<file path="config.mk">
export PLATFORM = sky130hd
export DESIGN_NAME = tesc_queue
export DESIGN_NICKNAME = d
export VERILOG_FILES = /design/src/design/tesc_pkg.sv /design/src/design/tesc_queue.sv
export SDC_FILE = /design/constraint.sdc
export NUM_CORES = 1
export LEC_CHECK = 0
export BUFFER_PORTS_ARGS = -buffer_cell sky130_fd_sc_hd__buf_2
export CAP_MARGIN = 10
export CORE_ASPECT_RATIO = 0.5
export CORE_UTILIZATION = 30
export DETAILED_ROUTE_END_ITERATION = 7
export HOLD_SLACK_MARGIN = 0.02
export PLACE_DENSITY = 0.53
export SETUP_SLACK_MARGIN = 0.05
export SLEW_MARGIN = 20
export SYNTH_ARGS = -nofsm -noshare
export SYNTH_HDL_FRONTEND = slang
export SYNTH_SLANG_ARGS = --single-unit
</file>
<file path="constraint.sdc">
create_clock -name clock -period 14.3 [get_ports clock]
set_clock_uncertainty 0.2 [all_clocks]
set_input_delay 2.86 -clock clock [delete_from_list [all_inputs] [get_ports clock]]
set_output_delay 2.86 -clock clock [all_outputs]
set_load 0.05 [all_outputs]
</file>
<file path="src/design/tesc_pkg.sv">
package tesc_pkg;

   localparam logic [1:0] CMD_LOAD_NODE   = 2'd0;
   localparam logic [1:0] CMD_LOAD_ROOT   = 2'd1;
   localparam logic [1:0] CMD_SET_FEATURE = 2'd2;
   localparam logic [1:0] CMD_PREDICT     = 2'd3;

   localparam logic CSR_TREE_COUNT  = 1'b0;
   localparam logic CSR_CLASS_COUNT = 1'b1;

   localparam int MAX_CLASSES = 8;
   localparam int CLASS_W     = 3;
   localparam int CCOUNT_W    = 4;
   localparam int TOTAL_W     = 33 + CLASS_W;

   localparam logic [31:0] EXP_M1_Q32 = 32'd1580030169;
   localparam logic [31:0] EXP_FRAC_TAB [16] = '{
      32'd2605029347, 32'd3344923893, 32'd3790295335, 32'd4034748382,
      32'd4162825044, 32'd4228380000, 32'd4261543565, 32'd4278222805,
      32'd4286586875, 32'd4290775039, 32'd4292870656, 32'd4293918848,
      32'd4294443040, 32'd4294705160, 32'd4294836226, 32'd4294901760
   };

   typedef enum logic [2:0] {
      OP_LOAD_NODE,
      OP_LOAD_ROOT,
      OP_SET_FEATURE,
      OP_PREDICT,
      OP_DROP
   } op_type;

   typedef struct packed {
      op_type             op;
      logic [11:0]        node_index;
      logic [7:0]         tree_index;
      logic [9:0]         split_feature;
      logic signed [31:0] node_value;
      logic [11:0]        left_child;
      logic [11:0]        right_child;
      logic [11:0]        missing_child;
      logic               is_leaf;
      logic [15:0]        feature_number;
      logic signed [31:0] feature_value;
   } item_type;

   typedef struct packed {
      logic [8:0] tree_count;
      logic [3:0] class_count;
   } cfg_type;

   typedef struct packed {
      logic full;
      logic empty;
   } queue_status_type;

endpackage

</file>
<file path="src/design/tesc_queue.sv">
module tesc_queue import tesc_pkg::*; (
   input  logic             clock,
   input  logic             reset,
   input  logic             push,
   input  item_type         push_item,
   input  logic             pop,
   output item_type         pop_item,
   output queue_status_type status
);

   item_type   slot_ff [2];
   logic       wr_ptr_ff;
   logic       wr_ptr_in;
   logic       rd_ptr_ff;
   logic       rd_ptr_in;
   logic [1:0] count_ff;
   logic [1:0] count_in;

   always_comb begin
      wr_ptr_in = push ? !wr_ptr_ff : wr_ptr_ff;
      rd_ptr_in = pop ? !rd_ptr_ff : rd_ptr_ff;
      count_in  = count_ff + 2'(push) - 2'(pop);
   end

   always_ff @(posedge clock) begin
      if (reset) begin
         wr_ptr_ff <= 1'b0;
         rd_ptr_ff <= 1'b0;
         count_ff  <= 2'd0;
      end else begin
         wr_ptr_ff <= wr_ptr_in;
         rd_ptr_ff <= rd_ptr_in;
         count_ff  <= count_in;
      end
   end

   always_ff @(posedge clock) begin
      if (push) begin
         slot_ff[wr_ptr_ff] <= push_item;
      end
   end

   assign pop_item     = slot_ff[rd_ptr_ff];
   assign status.full  = (count_ff == 2'd2);
   assign status.empty = (count_ff == 2'd0);

endmodule

</file>
==> results, run 1 <==
- The number of nets still failing antenna checks after routing is 0.
- The actual slew at the worst max-slew pin is around 1.1 ns.
- Sequential cells account for 47.6% of the total power.
- The start point of the worst min-delay path is rd_ptr_ff$_SDFFE_PP0P_.
- The floorplan step defined a die boundary enclosing 39000 sq um.
- For this run, design rule violations remaining after detail routing come to 0.
- The net count after synthesis is 644.
- The die is around 140 um tall.
- The overall routing resource usage is between 10 and 15%.
- In this run, post-CTS hold repair placed 0 buffers.
- The required time of the worst setup path is 11.24 ns.
- The post-detailed-route via-to-cell ratio is roughly 4.2.
- The launch point of the worst reg-to-reg path is wr_ptr_ff$_SDFFE_PP0P_.
- In the global route stage, met3 resource usage came out at between 2 and 3%.
- The layout cell share with drive strength beyond 1 is 61.4%.
- Global routing consumed, on the met2 layer, 25.1% of the routing resources.
- Once the floorplan was initialized, standard cells occupied 30.6% of the core.
- The clock network is responsible for between 30% and 40% of the overall power.
- The global placement routability congestion is between 0.7 and 0.8.
- The top cell type by area accounts for a little under 80% of the synthesized area.
- The final clock period utilization by the worst path is approximately 41%.
- The critical path in this run is classified as reg -> out.
- Headroom to the max-slew limit came out at 27.7%.
- The maximum number of pins on one net before global-route repair is 111.
- VDD sags by at most about 0.083 mV.
- Clock tree synthesis selected as its root buffer the cell clkbuf_16.
- In the final design database the tool counted 969 nets.
- In the synthesized netlist, the number of instances is 488.
- TritonCTS built the clock tree.
- The worst setup path is launched from a flip-flop.
- The worst path in the final design needs a cycle of 5.85 ns, including I/O delays and setup.
- In this run the most used layer during global routing was met2.
- The total setup buffers inserted after CTS is 0.
- The floorplan row count is 50.
- In the final layout, the multi-input gates occupy roughly 2200 sq um.
- The first detailed-routing pass ran for 6 iterations.
- Of all cell types, the one taking the most synthesized area is edfxtp_1.
- The worst slack at placement is 8.44 ns.
- The register area is slightly above 9000 sq um.
- Port buffering added 305 buffers.
- The post-detailed-placement half-perimeter wirelength is 16700 um.
- The flow ran to the end, and the final reports show no timing, DRC or antenna violations.
- The endpoint arrival time on the critical path is 2.79 ns.
- For this design the top-level I/O count stands at ~310.
- From synthesis to final layout, the design area changed by 26.6%.
- The number of clock buffers inserted by TritonCTS is 30.
- Once routing completed, OpenROAD measured the worst setup slack at between 8 and 9 ns.
- The number of pins exceeding their max-slew limit in the final report is 0.
- The switching share of power is 27.8%.
- The post-synthesis register bit count is ~310.
- The count of vias placed by the detailed router is about 5.6k.
- The summed negative setup slack over all endpoints is 0 ns.
- The number of setup violations in the final report is 0.
- The initial antenna violation count was 5.
- The hold violation count in the final report is 0.
- The number of inserted filler cells in the final layout is around 3.4k.
- CTS built an H-tree with a depth of 1.
- For this design the static power due to leakage is between 5 and 6 nW.
- Max-cap violations in this run came to 0.
- The mean instance size in the synthesized netlist is roughly 23 sq um.
- After synthesis, the cell types taking the most area are edfxtp_1, mux2_4, mux2_2.
- Setup repair after global routing left no endpoint under its margin.
- In the global route stage, met1 resource usage came out at roughly 13%.
- The violation count after the first detailed-routing iteration is 300.
- The warning count from the yosys run is 0.
- The share of synthesized area occupied by flip-flops and latches is 79.5%.
- The die width is 278 um.
- The number of gates resized after cts is 0.
- The cell internal power dissipation is 0.00161 W.
- The number of different library cells in the post-synthesis netlist is 14.
- The detailed-route wire length per cell is roughly 19 um.
- The sort of element at the end of the critical path is an output port.
- Derived from the worst setup path, the maximum achievable clock frequency is around 170 MHz.
- For this design the total switching power over the nets is between 0.0006 and 0.0007 W.
- The total wire length is 24900 um.
- The mapped netlist covers 11500 sq um.
- The total overflow left after global routing is 0.
- In this run the deepest clock path goes through 3 buffers.
- The power density over the cells is around 150 nW/um^2.
- The clock insertion delay at the later pin of the skew report is 0.55 ns.
- The first global-routing pass estimated between 30000 and 40000 um of wire.
- In this run the worst path has a maximum fanout of 110.
- Clock-pin slew was measured on the worst setup and hold paths at approximately 0.060 ns.
- The CTS sink count is about 300.
- The number of global-route vias before repair came to approximately 6.1k.
- The logic gate share of total power is about 17%.
- The class of the tightest hold or removal check is reg -> reg.
- After floorplanning, the core was sized to cover 37500 sq um.
-- worst paths after layout --
path                          endpoint  slack [ns]  cells past startpoint
max                       pop_item[41]        8.45                      3
min             rd_ptr_ff$_SDFFE_PP0P_        0.32                      2
max reg2reg  slot_ff[1][112]$_DFFE_PP_       11.14                      3
min reg2reg     rd_ptr_ff$_SDFFE_PP0P_        0.32                      2
-- per-stage QoR --
stage	std cells	power [W]	utilization, %	cell area (sq um)	hold slack, ns
2_1_floorplan	488	0.00139	-	11500	0.280
3_3_place_gp	1275	0.00147	36.0	13500	0.294
3_5_place_dp	1275	0.00148	36.0	13500	0.303
4_1_cts	1330	0.00227	38.6	14500	0.322
5_1_grt	1335	0.00232	38.7	14500	0.376
6_report	1335	0.00223	38.7	14500	0.320
-- cell usage after synthesis --
cell      count
nor2_1        5
and2_1        1
mux2_4      100
inv_1         2
dfxtp_1       5
edfxtp_1    300
buf_6        11
nor2b_1       3
xnor2_1       2
xnor3_1       1
buf_8         1
mux2_2       50
ha_1          2
buf_2         5
-- worst max-delay path, cell delays in order, from the launching register on --
cell and delay (ns):
dfxtp_4 0.78, buf_12 0.62, mux2_2 0.43, buf_2 0.21
-- flip-flops by register name, indices dropped and copies added, names as in the netlist, named ones only --
signal	flops
slot_ff	300
rd_ptr_ff	1
wr_ptr_ff	1
count_ff	2
-- layer usage --
layer / vias up / share of wire [%]
met4: 0 / 2.9
met3: 49 / 2.8
met2: 81 / 58
met5: - / 0
met1: 2884 / 36
li1: 2601 / -
-- cell families (layout without fill, tap and decap cells) --
group	Yosys count	in the layout	share of synthesized area, %
XOR/XNOR	3	3	0.350
AND/OR/NAND/NOR	9	9	0.382
flip-flops	305	305	79.5
other	0	5	0
buffers and inverters	19	367	1.50
multiplexers	150	150	18.0
adder cells (fa/ha/maj)	2	2	0.218
-- layout make-up --
type | count | area share (%)
diodes | 5 | 0.0863
clock inverters | 24 | 1.44
clock buffers | 31 | 5.35
well taps | 494 | 4.26
flip-flops and latches | 305 | 62.9
repair buffers | 310 | 10.9
multi-input cells | 164 | 15.1
inverters | 2 | 0.0518
-- power groups by stage --
| stage | logic, W | registers, W | clock network (W) |
|---|---|---|---|
| 2_1_floorplan | 0.000303 | 0.00108 | 0 |
| 3_3_place_gp | 0.000390 | 0.00108 | 0 |
| 5_1_grt | 0.000404 | 0.00107 | 0.000846 |
| 6_report | 0.000387 | 0.00106 | 0.000782 |
| 3_5_place_dp | 0.000393 | 0.00108 | 0 |
| 4_1_cts | 0.000394 | 0.00106 | 0.000810 |
-- placed cells by master, fill, tap and decap left out, types with 2 or more instances in the layout --
cell type,netlist,final
diode_2,0,5
buf_2,5,305
inv_1,2,2
mux2_4,100,100
clkinv_4,0,2
clkbuf_16,0,31
clkinv_2,0,9
bufinv_16,0,3
ha_1,2,2
clkinvlp_4,0,5
xnor2_1,2,2
edfxtp_1,300,300
nor2_1,5,5
buf_4,0,4
mux2_2,50,50
dfxtp_1,5,4
clkinv_1,0,5
nor2b_1,3,2
Note: power is estimated with default switching activity, not from simulation.
==> run 2, diff against run 1 <==
--- a/config.mk
+++ b/config.mk
@@ -5,6 +5,7 @@
 export SDC_FILE = /design/constraint.sdc
 export NUM_CORES = 1
 export LEC_CHECK = 0
+export ABC_AREA = 1
 export BUFFER_PORTS_ARGS = -buffer_cell sky130_fd_sc_hd__buf_2
 export CAP_MARGIN = 10
 export CORE_ASPECT_RATIO = 0.5
==> constraint.sdc (replaced) <==
create_clock -name clock -period 5.8 [get_ports clock]
set_clock_uncertainty 0.2 [all_clocks]
set_input_delay 1.16 -clock clock [delete_from_list [all_inputs] [get_ports clock]]
set_output_delay 1.16 -clock clock [all_outputs]
set_load 0.05 [all_outputs]
==> run 2 against run 1 <==
Against the previous run:
- the flow now finishes with violations (design-rule violations)
- register-to-register slack worse by 7.6 ns
- combinational power up 130%
- wire length up 2.6%
- die area about the same
- clock-buffer cell count up 10
- sequential share of layout area about the same
- sequential cell count unchanged
- critical path depth unchanged
- sequential power up 150%
- synthesized area about the same
- synthesized cell count up 2.0%
- highest routed layer unchanged
==> results, run 2 <==
- The run finished, with violations left.
- The final reports fail on design-rule violations.
- The worst hold slack is 0.334 ns (+0.0139 ns).
- The clock transition at the registers of the reported paths is 0.06 ns (about the same).
- The number of nets at the end of the flow is 979 (+1.0%).
- The number of instances in the synthesized netlist came to 498 (+2.0%).
- Walking the worst path, the cells encountered are buf_12, mux2_4, buf_2.
- The number of gates resized after cts is 0 (unchanged).
- The summed negative setup slack over all endpoints is 0 ns (unchanged).
- The worst path in the final design needs a cycle of about 3.9 ns, including I/O delays and setup.
- The violation count after the first detailed-routing iteration is 285 (-5.0%).
- The maximum number of pins on one net before global-route repair is 102 (-8.1%).
- The mean instance size in the synthesized netlist is 23.0 sq um (-1.9%).
- The post-detailed-placement half-perimeter wirelength was 17000 um (+1.9%).
- The number of different library cells in the post-synthesis netlist is 15 (+1).
- The global placement routability congestion is 0.760 (-3.2%).
- The number of buffers on the longest clock path is 3 (unchanged).
- The critical path class is reg -> out.
- The number of hold buffers added after CTS is 0 (unchanged).
- The number of clock buffers inserted by TritonCTS is 30 (unchanged).
- The worst slack at placement is 2.39 ns (-6.06 ns).
- The number of buffers added on ports is 305 (unchanged).
- The power density over the cells is 368 nW/um^2 (+140%).
- The most common library cell in the layout ignoring fill and taps is buf_2.
- The initial antenna violation count is 8 (+3).
- The power dissipated by switching net loads is 0.00148 W (+140%).
- The core outline area is 37500 sq um (+0.17%).
- The share of synthesized area occupied by flip-flops and latches is 79.5% (about the same).
- The total die area is 39000 sq um (about the same).
- The finished layout cell area is 14500 sq um (about the same).
- The dominant cell by count in the synthesized netlist is edfxtp_1.
- The leakage power of the design is 5.56 nW (about the same).
- The required time of the worst setup path is 4.44 ns (-6.80 ns).
- The switching share of power is 27.7% (-0.11 points).
- The overall routing resource usage came to 12.7% (+0.18 points).
- The detailed-route wire length per cell is 19.0 um (+1.6%).
- The register with the most flip-flops is slot_ff.
- The net count after synthesis is 654 (+1.6%).
- By area the synthesized netlist is led by edfxtp_1, mux2_4, mux2_2.
- The placed cell area is 13600 sq um (+0.45%).
- The most used flip-flop cell after synthesis is edfxtp_1.
- The number of nets still failing antenna checks after routing came to 0 (unchanged).
- The post-synthesis register bit count is 305 (unchanged).
- The category of the worst setup path launch point is a flip-flop.
- TritonCTS built the clock tree.
- The largest registers in the layout are slot_ff (300), count_ff (2).
- STA classifies the critical path endpoint as an output port.
- The logic gate share of total power is 16.7% (-0.6 points).
- The post-detailed-route via-to-cell ratio came to 4.20 (about the same).
- The maximum net fanout on the critical path was 54 (-51%).
- Based on the critical path, the design can be clocked at up to roughly 250 MHz.
- The total wire length was 25600 um (+2.6%).
- The total setup buffers inserted after CTS is 0 (unchanged).
- The relative max-transition margin was 29.7% (+2.0 points).
- The total DRC errors in the routed layout was 2 (+2).
- The count of vias placed by the detailed router was 5661 (+0.82%).
- The clock share of power was 34.6% (-0.5 points).
- The number of global-route vias before repair is 6100 (+0.25%).
- The sequential group share of total power is 48.7% (+1.1 points).
- The count of flip-flops with a built-in enable after synthesis was 300 (unchanged).
- The warning count from the yosys run is 0 (unchanged).
- The top cell types in the final layout, fill and taps aside, are buf_2, edfxtp_1, mux2_4.
- The cell internal power dissipation is 0.00386 W (+140%).
- Of all cell types, the one taking the most synthesized area is edfxtp_1.
- Counting instances in the post-synthesis netlist gives the leading cell types as edfxtp_1, mux2_4, mux2_2.
- The final critical-path setup slack is 1.87 ns (-6.58 ns).
- The proportion of register bits with asynchronous set or reset after synthesis is 0% (unchanged).
- The CTS sink count is 305 (unchanged).
- The share of Yosys cell area claimed by the top area cell type is 78.6% (about the same).
- The final clock period utilization by the worst path is 67.8%.
- The library cell contributing the largest single delay on the critical path is dfxtp_4.
- The floorplan row count is 50 (unchanged).
- The die width is 278 um (about the same).
- The detailed-router iteration count before antenna repair is 8 (+2).
- The count of max-cap constraint violations is 0 (unchanged).
- The peak ir drop on the vdd network is 0.159 mV (+90%).
- The H-tree level count was 1 (unchanged).
- The remaining global-route overflow is 0 (unchanged).
- Setup repair after global routing left no endpoint under its margin.
- The cell area after synthesis was 11500 sq um (about the same).
- The number of pins exceeding their max-slew limit in the final report is 0 (unchanged).
- The number of setup violations in the final report came to 0 (unchanged).
- The area growth from synthesis to layout is 26.5% (about the same).
- The clock insertion delay at the later pin of the skew report was 0.55 ns (about the same).
- The startpoint identified for the worst register-to-register timing path is wr_ptr_ff$_SDFFE_PP0P_.
- The number of top-level pins was 306 (unchanged).
- The height of the die is 140 um (about the same).
- The biggest cell delay along the critical path is 0.92 ns (+0.14 ns).
- The layout cell share with drive strength beyond 1 is 59.8% (-1.6 points).
- The endpoint arrival time on the critical path is 2.57 ns (-0.22 ns).
- The min-delay analysis places its worst path in the category reg -> reg.
- The hold violation count in the final report was 0 (unchanged).
- The wire length of the first global-routing pass is 37600 um (+1.9%).
- The flip-flop count of the largest register, all copies and words added is 300 (unchanged).
- The clock tree root buffer cell is clkbuf_16.
- The effective utilization at floorplan is 30.5% (-0.031 points).
- The worst hold path begins at rd_ptr_ff$_SDFFE_PP0P_.
- The actual slew at the worst max-slew pin is 1.06 ns (-0.0300 ns).
-- run 2: cell count changes in the layout (fill, tap and decap cells not counted), moves of 3 or more --
cell and change:
clkinv_2 -4, diode_2 +3, buf_4 -4, buf_12 +4, clkbuf_1 +10, clkinv_1 -3, inv_1 +5, nand2_1 +4
-- run 2: cell families after synthesis --
kind of cell | Yosys count | synth area share (%)
buf+inv | 25 | 1.69
xor+xnor | 1 | 0.0764
flops | 305 | 79.5
mux | 150 | 18.0
fa+ha+maj | 2 | 0.218
simple gates | 14 | 0.480
compound gates | 1 | 0.0436
-- run 2: worst paths after layout --
| path | end | slack, ns | depth (start not counted) |
|---|---|---|---|
| max | pop_item[50] | 1.87 | 3 |
| min | flip-flop | 0.33 | 2 |
| max reg2reg | slot_ff[1][107]$_DFFE_PP_ | 3.55 | 3 |
| min reg2reg | flip-flop | 0.33 | 2 |
-- run 2: final cells by class --
type / count / area, sq um
Antenna cell: 8 / 20.0
Clock buffer: 41 / 813
Clock inverter: 13 / 103
Fill cell: 3504 / 23000
Inverter: 8 / 35.0
Multi-Input combinational cell: 168 / 2170
Sequential cell: 305 / 9110
Tap cell: 494 / 618
Timing Repair Buffer: 310 / 1630
-- run 2: worst max-delay path: cells and delay by family (launching register included) --
kind     cells  cell delay, ns
flops        1            0.92
mux          1            0.34
buf+inv      2            0.65
-- run 2: layer usage --
layer	vias up	routed length (um)	share of wire (%)	GRT usage (%)
li1	2630	-	-	-
met4	0	725	2.8	5.23
met1	2899	9130	36	13.3
met3	47	757	3.0	2.40
met5	-	0	0	0
met2	85	14900	58	24.9
-- run 2: stage by stage --
stage / util [%] / instances / power, W
2_1_floorplan: - / 498 / 0.00333
4_1_cts: 38.6 / 1339 / 0.00542
3_5_place_dp: 36.1 / 1285 / 0.00355
5_1_grt: 38.6 / 1347 / 0.00554
3_3_place_gp: 36.1 / 1285 / 0.00353
6_report: 38.6 / 1347 / 0.00533
-- run 2: power groups by stage --
stage | clock network [W] | registers [W] | logic [W]
floorplan | 0 | 0.00263 | 0.000698
global placement | 0 | 0.00264 | 0.000893
detailed placement | 0 | 0.00265 | 0.000900
CTS | 0.00191 | 0.00260 | 0.000903
global route | 0.00200 | 0.00261 | 0.000926
finish | 0.00185 | 0.00260 | 0.000889
